### config.mk
export PLATFORM = sky130hd
export DESIGN_NAME = fixed_array_insert_delete_search_core
export DESIGN_NICKNAME = d
export VERILOG_FILES = /design/src/rtl/core/faids_pkg.sv /design/src/rtl/core/faids_ram.sv /design/src/rtl/core/fixed_array_insert_delete_search_core.sv
export VERILOG_INCLUDE_DIRS = /design/src /design/src/rtl/core
export SDC_FILE = /design/constraint.sdc
export NUM_CORES = 1
export LEC_CHECK = 0
export ABC_AREA = 1
export BUFFER_PORTS_ARGS = -buffer_cell sky130_fd_sc_hd__buf_2
export CAP_MARGIN = 0
export CORE_AREA = 2 2 225 227
export DETAILED_ROUTE_END_ITERATION = 8
export DIE_AREA = 0 0 227 229
export GPL_TIMING_DRIVEN = 0
export PLACE_DENSITY = 0.76
export SYNTH_ARGS = -nofsm -noshare
export SYNTH_HDL_FRONTEND = slang
export SYNTH_HIERARCHICAL = 1
export SYNTH_SLANG_ARGS = --single-unit
### constraint.sdc
create_clock -name clk_i -period 5.18 [get_ports clk_i]
set_clock_uncertainty 0.1 [all_clocks]
set_input_delay 0.259 -clock clk_i [delete_from_list [all_inputs] [get_ports clk_i]]
set_output_delay 0.259 -clock clk_i [all_outputs]
set_load 0.05 [all_outputs]
### src/rtl/core/fixed_array_insert_delete_search_core_defines.svh
// ----------------------------------------------------------------------------
// Assertion macros for the array insert/delete/search core
// Clocked on clk_i, disabled while rst_ni is low.
// ----------------------------------------------------------------------------
`ifndef FIXED_ARRAY_INSERT_DELETE_SEARCH_CORE_DEFINES_SVH
`define FIXED_ARRAY_INSERT_DELETE_SEARCH_CORE_DEFINES_SVH

// Same-cycle implication.
`define FAIDS_ASSERT_NOW(label, ante, cons) \
  label: assert property (@(posedge clk_i) disable iff (!rst_ni) (ante) |-> (cons)) \
    else $error("faids assertion failed");

// Next-cycle implication.
`define FAIDS_ASSERT_NEXT(label, ante, cons) \
  label: assert property (@(posedge clk_i) disable iff (!rst_ni) (ante) |=> (cons)) \
    else $error("faids assertion failed");

`endif

### src/rtl/core/faids_pkg.sv
// ----------------------------------------------------------------------------
// faids_pkg
// Types and constants shared by the array insert/delete/search core.
// ----------------------------------------------------------------------------
package faids_pkg;

  localparam int DEPTH_DEF       = 16;
  localparam int VALUE_WIDTH_DEF = 32;

  localparam int CAP_W     = 5;
  localparam int IN_VAL_W  = 32;
  localparam int POS_W     = 5;
  localparam int FIDX_W    = 4;
  localparam int ECOUNT_W  = 5;

  localparam logic [CAP_W-1:0] CAP_RESET = 5'd16;

  typedef enum logic [1:0] {
    ACT_INSERT = 2'd0,
    ACT_DELETE = 2'd1,
    ACT_SEARCH = 2'd2
  } action_e;

  typedef enum logic [1:0] {
    ST_DONE     = 2'd0,
    ST_FULL     = 2'd1,
    ST_NOTFOUND = 2'd2,
    ST_BADPOS   = 2'd3
  } status_e;

  typedef struct packed {
    logic [1:0]                 action;
    logic signed [IN_VAL_W-1:0] value;
    logic [POS_W-1:0]           position;
  } in_item_t;

  typedef struct packed {
    status_e               status;
    logic [FIDX_W-1:0]     found_index;
    logic [ECOUNT_W-1:0]   entry_count;
  } out_item_t;

endpackage

### src/rtl/core/faids_ram.sv
// ----------------------------------------------------------------------------
// faids_ram
// Entry store: one write port, one read port, registered read data.
// ----------------------------------------------------------------------------
module faids_ram
  import faids_pkg::*;
#(
  parameter int DEPTH       = DEPTH_DEF,
  parameter int VALUE_WIDTH = VALUE_WIDTH_DEF,
  localparam int IW         = (DEPTH > 1) ? $clog2(DEPTH) : 1
) (
  input  logic                   clk_i,
  input  logic                   wr_en_i,
  input  logic [IW-1:0]          wr_addr_i,
  input  logic [VALUE_WIDTH-1:0] wr_data_i,
  input  logic                   rd_en_i,
  input  logic [IW-1:0]          rd_addr_i,
  output logic [VALUE_WIDTH-1:0] rd_data_o
);

  logic [VALUE_WIDTH-1:0] mem [DEPTH];
  logic [VALUE_WIDTH-1:0] rd_data_q;

  always_ff @(posedge clk_i) begin
    if (wr_en_i) begin
      mem[wr_addr_i] <= wr_data_i;
    end
  end

  always_ff @(posedge clk_i) begin
    if (rd_en_i) begin
      rd_data_q <= mem[rd_addr_i];
    end
  end

  assign rd_data_o = rd_data_q;

endmodule

### src/rtl/core/fixed_array_insert_delete_search_core.sv
// ----------------------------------------------------------------------------
// fixed_array_insert_delete_search_core
// Ordered list of signed values in a DEPTH-entry store with insert at a
// 1-based position, delete by value and search by value.
// ----------------------------------------------------------------------------
// One item at a time. The entries sit in a single-port-read, single-port-write
// RAM with registered read data, so a search, a delete or a shifting insert
// walks the store one entry per cycle. A search stops at the first match; a
// delete reads on to the last entry and, if found, moves later entries down;
// an insert moves the entries from the top down to its position up by one,
// then writes the value (an append writes at once). A refused or empty-list
// item goes straight to its result. A new item is taken once the previous
// result is in the output register, even if it has not yet been collected.
module fixed_array_insert_delete_search_core
  import faids_pkg::*;
#(
  parameter int DEPTH       = DEPTH_DEF,
  parameter int VALUE_WIDTH = VALUE_WIDTH_DEF
) (
  input  logic             clk_i,
  input  logic             rst_ni,
  input  logic             in_valid_i,
  output logic             in_ready_o,
  input  in_item_t         in_data_i,
  output logic             out_valid_o,
  input  logic             out_ready_i,
  output out_item_t        out_data_o,
  input  logic             cfg_valid_i,
  output logic             cfg_ready_o,
  input  logic [CAP_W-1:0] cfg_data_i
);

`include "fixed_array_insert_delete_search_core_defines.svh"

  localparam int IW = (DEPTH > 1) ? $clog2(DEPTH) : 1;
  localparam int CW = $clog2(DEPTH + 1);
  localparam int PW = ((CW > POS_W) ? CW : POS_W) + 1;

  typedef enum logic [2:0] {
    S_IDLE,
    S_SHIFT,
    S_PUT,
    S_SCAN,
    S_DONE
  } state_e;

  state_e                 state_q, state_d;
  logic [CAP_W-1:0]       cap_q;
  logic [1:0]             act_q, act_d;
  logic [VALUE_WIDTH-1:0] val_q, val_d;
  logic [IW-1:0]          at_q, at_d;
  logic [IW-1:0]          ptr_q, ptr_d;
  logic [CW-1:0]          cnt_q, cnt_d;
  logic                   hit_q, hit_d;
  logic [IW-1:0]          idx_q, idx_d;
  status_e                st_q, st_d;
  logic                   out_valid_q, out_valid_d;
  out_item_t              out_data_q, out_data_d;

  logic                   rd_en, wr_en;
  logic [IW-1:0]          rd_addr, wr_addr;
  logic [VALUE_WIDTH-1:0] wr_data, rd_data;

  logic [63:0]            val_ext;
  logic [VALUE_WIDTH-1:0] val_in;
  logic                   last_w, match_w, full_w, badpos_w, append_w;
  logic [PW-1:0]          pos_w, cnt_w;

  assign val_ext = {{(64 - IN_VAL_W){in_data_i.value[IN_VAL_W-1]}}, in_data_i.value};
  assign val_in  = val_ext[VALUE_WIDTH-1:0];

  assign pos_w    = PW'(in_data_i.position);
  assign cnt_w    = PW'(cnt_q);
  assign full_w   = (cnt_w >= PW'(cap_q)) || (cnt_q >= CW'(DEPTH));
  assign badpos_w = (pos_w == '0) || (pos_w > cnt_w + PW'(1));
  assign append_w = (pos_w == cnt_w + PW'(1));

  assign last_w  = ((CW'(ptr_q) + CW'(1)) == cnt_q);
  assign match_w = (rd_data == val_q);

  faids_ram #(
    .DEPTH       (DEPTH),
    .VALUE_WIDTH (VALUE_WIDTH)
  ) u_ram (
    .clk_i     (clk_i),
    .wr_en_i   (wr_en),
    .wr_addr_i (wr_addr),
    .wr_data_i (wr_data),
    .rd_en_i   (rd_en),
    .rd_addr_i (rd_addr),
    .rd_data_o (rd_data)
  );

  always_comb begin
    state_d     = state_q;
    act_d       = act_q;
    val_d       = val_q;
    at_d        = at_q;
    ptr_d       = ptr_q;
    cnt_d       = cnt_q;
    hit_d       = hit_q;
    idx_d       = idx_q;
    st_d        = st_q;
    out_valid_d = out_valid_q && !out_ready_i;
    out_data_d  = out_data_q;
    rd_en       = 1'b0;
    rd_addr     = ptr_q;
    wr_en       = 1'b0;
    wr_addr     = ptr_q;
    wr_data     = rd_data;

    unique case (state_q)
      S_IDLE: begin
        if (in_valid_i) begin
          act_d = in_data_i.action;
          val_d = val_in;
          at_d  = IW'(pos_w - PW'(1));
          hit_d = 1'b0;
          idx_d = '0;
          st_d  = ST_DONE;
          priority if (in_data_i.action == ACT_INSERT) begin
            priority if (full_w) begin
              st_d    = ST_FULL;
              state_d = S_DONE;
            end else if (badpos_w) begin
              st_d    = ST_BADPOS;
              state_d = S_DONE;
            end else if (append_w) begin
              state_d = S_PUT;
            end else begin
              // start the upward shift from the top entry
              rd_en   = 1'b1;
              rd_addr = IW'(cnt_q - CW'(1));
              ptr_d   = IW'(cnt_q - CW'(1));
              state_d = S_SHIFT;
            end
          end else if (in_data_i.action == ACT_DELETE ||
                       in_data_i.action == ACT_SEARCH) begin
            if (cnt_q == '0) begin
              st_d    = ST_NOTFOUND;
              state_d = S_DONE;
            end else begin
              rd_en   = 1'b1;
              rd_addr = '0;
              ptr_d   = '0;
              state_d = S_SCAN;
            end
          end else begin
            state_d = S_DONE;
          end
        end
      end

      S_SHIFT: begin
        // move entry ptr up by one, read the next one down until ptr reaches the insert position
        wr_en   = 1'b1;
        wr_addr = ptr_q + IW'(1);
        if (ptr_q == at_q) begin
          state_d = S_PUT;
        end else begin
          rd_en   = 1'b1;
          rd_addr = ptr_q - IW'(1);
          ptr_d   = ptr_q - IW'(1);
        end
      end

      S_PUT: begin
        wr_en   = 1'b1;
        wr_addr = at_q;
        wr_data = val_q;
        cnt_d   = cnt_q + CW'(1);
        state_d = S_DONE;
      end

      S_SCAN: begin
        if (hit_q) begin
          // close the gap left by the deleted entry
          wr_en   = 1'b1;
          wr_addr = ptr_q - IW'(1);
        end
        if (!hit_q && match_w && act_q == ACT_SEARCH) begin
          idx_d   = ptr_q;
          state_d = S_DONE;
        end else begin
          if (!hit_q && match_w) begin
            hit_d = 1'b1;
            idx_d = ptr_q;
          end
          if (last_w) begin
            if (hit_q || match_w) begin
              cnt_d = cnt_q - CW'(1);
            end else begin
              st_d = ST_NOTFOUND;
            end
            state_d = S_DONE;
          end else begin
            rd_en   = 1'b1;
            rd_addr = ptr_q + IW'(1);
            ptr_d   = ptr_q + IW'(1);
          end
        end
      end

      S_DONE: begin
        if (!out_valid_q || out_ready_i) begin
          out_valid_d             = 1'b1;
          out_data_d.status       = st_q;
          out_data_d.found_index  = FIDX_W'(idx_q);
          out_data_d.entry_count  = ECOUNT_W'(cnt_q);
          state_d                 = S_IDLE;
        end
      end

      default: state_d = S_IDLE;
    endcase
  end

  always_ff @(posedge clk_i or negedge rst_ni) begin
    if (!rst_ni) begin
      state_q     <= S_IDLE;
      cap_q       <= CAP_RESET;
      cnt_q       <= '0;
      hit_q       <= 1'b0;
      out_valid_q <= 1'b0;
    end else begin
      state_q     <= state_d;
      cnt_q       <= cnt_d;
      hit_q       <= hit_d;
      out_valid_q <= out_valid_d;
      if (cfg_valid_i) begin
        cap_q <= cfg_data_i;
      end
    end
  end

  always_ff @(posedge clk_i) begin
    act_q      <= act_d;
    val_q      <= val_d;
    at_q       <= at_d;
    ptr_q      <= ptr_d;
    idx_q      <= idx_d;
    st_q       <= st_d;
    out_data_q <= out_data_d;
  end

  assign in_ready_o  = (state_q == S_IDLE);
  assign out_valid_o = out_valid_q;
  assign out_data_o  = out_data_q;
  assign cfg_ready_o = 1'b1;

  `FAIDS_ASSERT_NEXT(a_one_item_at_a_time, in_valid_i && in_ready_o, !in_ready_o)
  `FAIDS_ASSERT_NOW(a_no_write_when_idle, state_q == S_IDLE || state_q == S_DONE, !wr_en)
  `FAIDS_ASSERT_NEXT(a_count_moves_only_on_edit,
                     state_q != S_PUT && state_q != S_SCAN, $stable(cnt_q))
  `FAIDS_ASSERT_NOW(a_count_within_depth, 1'b1, cnt_q <= CW'(DEPTH))

endmodule
Yosys cells after proc, flatten, opt, wreduce, memory -nomap -nowiden
Memory sizes are Yosys's and may differ from the RTL's. A register that Yosys moved wholly into a read port is not among the register bits.
Cells that the tools add are included.
- $add $sub $neg: 7
- order comparisons: 3
- eq/ne operators: 21
- mux-type cells: 65
- reduce and logical (&&, ||, !) cells: 25
- operators with widths (kind ; count):
    $mux 4 ; 14
    $eq 32x32->1 ; 1
    $mux 32 ; 1
    $mux 3 ; 10
    $pmux 4 s3 ; 2
    $mux 2 ; 10
    $mux 1 ; 18
    $ne 2x2->1 const B ; 8
    $mux 5 ; 3
    $pmux 3 s5 ; 1
    $reduce_and 4->1 ; 3
    $pmux 5 s2 ; 1
    $pmux 4 s2 ; 1
    $sub 4x1->4 const B ; 2
    $add 5x1->6 const B ; 1
    $eq 3x2->1 const B ; 2
    $eq 5x6->1 ; 1
    $gt 5x6->1 ; 1
    $logic_not 6->1 ; 1
    $ne 3x3->1 const B ; 2
    $add 4x1->5 const B ; 1
    $add 5x1->5 const B ; 1
    $eq 5x5->1 ; 1
    $ge 5x5->1 ; 1
    22 further kinds ; 34
- register bits: 74
- RAM bits: 512
- bits of input ports: 49
- output and inout bits: 14
- logic and storage cells: 136
- memories kept: 1
- memory list (memory ; words ; width ; read ports ; clocked after Yosys merged registers in ; write ports ; line ; text):
    u_ram.mem ; 16 ; 32 ; 1 ; 1 ; 1 ; faids_ram.sv:21 ; logic [VALUE_WIDTH-1:0] mem [DEPTH];

Longest topological paths before layout
- depth after elaboration: 8
- mapped depth: 25

By module
The synthesis kept the hierarchy.
- modules (own cells, without submodules) (module ; times used ; cells each ; area each (µm²)):
    faids_ram ; 1 ; 2120 ; 23050.9
    fixed_array_insert_delete_search_core ; 1 ; 625 ; 4926.0

Worst setup path after synthesis
Ideal clock, no wire load.
- path kind: register -> register
- from: reg state_q[1]
- to: reg u_ram.rd_data_q[0] (netlist: u_ram/rd_data_o[0]) (read register of u_ram.mem), enable pin
- library setup time: 0.436 ns
- arrival: 5.285 ns
- required time: 4.644 ns
- path slack: -0.641 ns
- stages on the path, launching flop included: 8
- cells stage by stage: dfrtp_1 nor2_1 inv_1 nor2_1 inv_1 nor2_1 inv_1 o221ai_1
- cells in the longest elaborated chain, start to end: 2
- elaborated cells on any way between the ends: 5
- classes of those cells: eq/ne: 2; mux: 2; reduce/logical: 1
- RTL lines (item ; line ; text):
    start: declaration ; fixed_array_insert_delete_search_core.sv:47 ; state_e state_q, state_d;
    start signal: assignment ; fixed_array_insert_delete_search_core.sv:226 ; state_q <= state_d;
    $logic_not 3->1 ; n/a ;
    net in_ready_o ; fixed_array_insert_delete_search_core.sv:23 ; output logic in_ready_o,
    $pmux 1 s3 ; fixed_array_insert_delete_search_core.sv:112 ; unique case (state_q)
    net rd_en ; fixed_array_insert_delete_search_core.sv:60 ; logic rd_en, wr_en;
    end: declaration ; faids_ram.sv:22 ; logic [VALUE_WIDTH-1:0] rd_data_q;
The timed path passes the listed nets, and every way through them passes these cells.
A chain may end at the register's enable or synchronous reset.

Worst setup path in the final report
- from: reg cnt_q[0]
- to: reg u_ram.rd_data_q[29] (netlist: u_ram/rd_data_o[29]) (read register of u_ram.mem), data pin
- cells in the longest elaborated chain, start to end: 8
- elaborated cells on any way between the ends: 30
- classes of those cells: add/sub: 2; order compare: 3; eq/ne: 2; mux: 20; reduce/logical: 3
- RTL lines (item ; line ; text):
    start: declaration ; fixed_array_insert_delete_search_core.sv:53 ; logic [CW-1:0] cnt_q, cnt_d;
    start signal: assignment ; fixed_array_insert_delete_search_core.sv:227 ; cnt_q <= cnt_d;
    $add 5x1->6 ; fixed_array_insert_delete_search_core.sv:75, fixed_array_insert_delete_search_core.sv:76 ;
    $gt 5x6->1 / $eq 5x6->1 (equally long branches) ; fixed_array_insert_delete_search_core.sv:75, fixed_array_insert_delete_search_core.sv:76 ;
    $logic_or 1x1->1 / $mux 4 (equally long branches) ; fixed_array_insert_delete_search_core.sv:75, fixed_array_insert_delete_search_core.sv:128 ;
    $mux 4 ; fixed_array_insert_delete_search_core.sv:125 ; end else if (badpos_w) begin
    $mux 4 ; n/a ;
    $mux 4 ; fixed_array_insert_delete_search_core.sv:121 ; priority if (in_data_i.action == ACT_INSERT) begin
    $mux 4 ; fixed_array_insert_delete_search_core.sv:114 ; if (in_valid_i) begin
    $pmux 4 s3 (*) ; n/a ;
    net ptr_d[2] ; fixed_array_insert_delete_search_core.sv:52 ; logic [IW-1:0] ptr_q, ptr_d;
The timed path passes the listed nets; every way through them passes the cells marked *.

==> key figures <==
Global route
  • First-pass GRT wire length: 117.2 mm
  • Initial antenna violation count: 1
  • Global route total overflow: 0
  • Vias in the first global route: 20310
  • Largest net degree at the start of global routing: 24
  • Global Route Usage Sum: 0.3071

Layout
  • Filler Cells Inserted: 3652
  • Synthesis-to-finish area growth: 15.50%
  • Final #Nets: 3011
  • ANT cells: 0
  • Area of the multi-input gates: 0.007091 sq mm
  • Register area: 0.01844 sq mm
  • Layout cells sized above 1: 0.1037

Timing
  • Min Tclk post-route: 4.584 ns
  • Final Hold Viols: 0
  • RSZ-0062 raised after global routing: no
  • Worst-Margin Slew: 1.359 ns
  • Final Max Slew Viols: 0
  • Setup ws final: 0.5963 ns
  • Post-Route Setup TNS: 0 ns
  • Fmax: 0.2182 GHz
  • Worst hold slack: 0.03920 ns
  • Period utilization: 0.8849
  • Setup violators final: 0
  • Max_slew headroom: 0.09400

Logic synthesis
  • Number of enable flip-flop cells after synthesis: 599
  • Syn Area/Cell: 10.19 sq um
  • Number of distinct library cells after synthesis: 48
  • Synth warn: 6
  • Synth Register Bits: 618
  • Most common flop cell mapped by yosys: edfxtp_1
  • Syn Nets: 2811
  • Seq/Total Area, Yosys: 0.6593
  • Cell area after synthesis: 0.02798 sq mm
  • Post-synth ARST share: 0.02427
  • Post-Syn Instances: 2745

Critical path
  • R2r endpoint: u_ram/rd_data_o[29]
  • Reg2reg setup slack: 0.60 ns
  • Worst-path cell chain: ha_1 > nand3_1 > xor2_1 > inv_1 > ha_1 > a21oi_1 > nand2_1 > nand2_4 > nand4_4 > nor2_4 > nand2_1 > nand3_1 > nand2_1 > nand2_1 > nand4_1 > inv_2 > buf_1 > nand3_1 > nand3_1 > nand2_1
  • CP Class: flop to flop
  • Slowest cell on the critical path: buf_1
  • Setup crit end: u_ram/rd_data_o[29]
  • CP Data Required Time: 5.47 ns
  • Slowest stage delay, CP: 0.86 ns
  • Critical Path Sink Type: flop
  • R2R depth: 20
  • Launch point of the worst reg-to-reg path: cnt_q[0]
  • Worst path most repeated cell: nand2_1
  • CP max FO: 10
  • Beginning of the critical path: cnt_q[0]
  • WP data arrival: 4.87 ns
  • Type of origin of the critical path: flop

Routing
  • Drt via density: 5.631
  • DR vias: 20670
  • Routed Antenna Nets: 0
  • Number of detailed-route iterations in the first pass: 6
  • Initial DRC Count: 2854
  • WL per Instance: 21.67 um
  • DR DRC count: 0
  • Final WL: 79.52 mm

Floorplanning
  • Core area: 0.04966 sq mm
  • Die area: 0.05198 sq mm
  • FP Rows: 82
  • Initial core utilization: 0.5634
  • Die W: 227 um
  • Die height: 229 um
  • IO Count: 63

Placed design
  • Pre-CTS setup slack: 0.7174 ns
  • Post-DP HPWL: 50.87 mm
  • GPL Wtd Cong: 0.8952
  • PortBufs: 60

Pwr
  • Sequential Power Share: 0.336
  • Total power: 22.32 mW
  • Internal Power: 12.61 mW
  • NetSw: 9.716 mW
  • LEAKAGE: 13.79 nW
  • Clock Power Share: 0.201
  • Maximum VDD drop: 0.3540 mV
  • Sw Ratio: 0.4352
  • Combinational power share: 0.463
  • Cell Pwr Density: 690.9 mW/mm^2

Clock network
  • CTS clk-pin slew, worst paths: 0.06 ns
  • Bufs on Longest Clock Path: 3
  • Post-CTS resize count: 0
  • Num CTS Buffers: 61
  • Root Buffer: clkbuf_16
  • Post-CTS Hold Fix Bufs: 56
  • Htree depth: 2
  • Skew-Pair Late Insertion Delay: 0.65 ns
  • Buffer count from post-CTS setup fixing: 0
  • CTS tree: built
  • Clk sink count: 618

Flow run
  • Max cap viols: 0

Outcome
  • Status: finished clean

Min path
  • Worst min path class: input port to async pin
logic make-up (layout without fill, tap and decap cells):
logic type,Yosys count,after routing,share of synthesized area
adders and majority gates,17,17,0.007603
DFF,618,618,0.6593
xor gates and xnor gates,42,42,0.01369
buffers and inverters,600,853,0.09249
muxes,1,1,0.0004025
other,1,1,0.0001340
and+or+nand+nor,1405,1405,0.2140
AOI/OAI and AO/OA,61,61,0.01243
routing by layer:
metal,GRT usage,vias up,part of all wire
met5,0,-,0.00016
met4,0.1695,2,0.057
met3,0.07158,298,0.13
met2,0.4920,1439,0.46
met1,0.3867,9644,0.35
li1,-,9284,-
worst min path at each step:
stage                 from        to  slack (ns)
finish              rst_ni  cap_q[4]        0.04
global route        rst_ni  cap_q[4]        0.04
CTS                 rst_ni  cap_q[4]        0.01
detailed placement  rst_ni  cap_q[1]        0.09
global placement    rst_ni  cap_q[1]        0.09
floorplan           rst_ni  cap_q[0]       -0.14
flip-flops by register name, indices dropped and copies added (netlist names):
| signal | count |
|---|---|
| act_q | 2 |
| at_q | 4 |
| cap_q | 5 |
| cnt_q | 5 |
| hit_q | 1 |
| idx_q | 4 |
| out_data_o | 11 |
| out_valid_o | 1 |
| ptr_q | 4 |
| st_q | 2 |
| state_q | 3 |
| u_ram/mem | 512 |
| u_ram/rd_data_o | 32 |
| val_q | 32 |
power by group through the flow:
stage / registers, mW / logic [mW] / clock network, mW
3_5_place_dp: 7.60 / 9.85 / 0
5_1_grt: 7.55 / 11.0 / 4.69
4_1_cts: 7.50 / 9.99 / 4.51
6_report: 7.50 / 10.3 / 4.48
2_1_floorplan: 7.61 / 6.14 / 0
3_3_place_gp: 7.63 / 9.30 / 0
layout by cell type, fill, tap and decap left out, drive strengths merged, types with 3 or more instances in the layout:
cell type      n
o221ai         4
nand2        896
xor2          16
clkbuf        95
dfrtp         14
nor3           6
nand3        414
inv          481
dfxtp          4
dlygate4sd3   56
xnor2         26
o21ai         34
nand3b         3
edfxtp       599
ha            17
nor2          75
o21bai         3
a21oi         13
bufinv         7
nand4         11
clkinvlp       3
buf          182
clkinv        29
worst max-delay path, delay by kind of cell (launching register included):
family | cells | cell delay, ns
compound gates | 1 | 0.15
simple gates | 13 | 1.53
buf+inv | 3 | 1.21
flops | 1 | 0.49
xor+xnor | 1 | 0.26
fa+ha+maj | 2 | 0.57
cells in the mapped netlist (all sizes together), types with 3 or more instances:
cell      n  share of area
nand2   896           0.12
edfxtp  599           0.64
inv     479          0.064
nand3   414          0.075
buf     101          0.025
nor2     75          0.011
o21ai    34         0.0061
xnor2    26         0.0084
clkbuf   19         0.0025
ha       17         0.0076
xor2     16         0.0053
dfrtp    14          0.013
a21oi    13         0.0023
nand4    11         0.0030
nor3      6         0.0015
dfxtp     4         0.0029
o221ai    4         0.0013
nand3b    3         0.0013
o21bai    3        0.00080
per-stage QoR:
| stage | instances | utilization | cell area [sq um] |
|---|---|---|---|
| after CTS | 3669 | 0.6505 | 32300 |
| final | 3670 | 0.6507 | 32310 |
| after global placement | 3477 | 0.5864 | 29120 |
| after global routing | 3670 | 0.6507 | 32310 |
| after floorplan | 2745 | - | 27980 |
| after detailed placement | 3497 | 0.5985 | 29720 |
area by class of cell:
class,count,share of cell area
Clock inverter,40,0.01243
Timing Repair Buffer,137,0.04097
Tap cell,672,0.02602
Clock buffer,76,0.05026
Multi-Input combinational cell,1527,0.2194
Buffer,120,0.02424
Sequential cell,618,0.5708
Inverter,480,0.05584
Power figures use the tool's default switching activity.
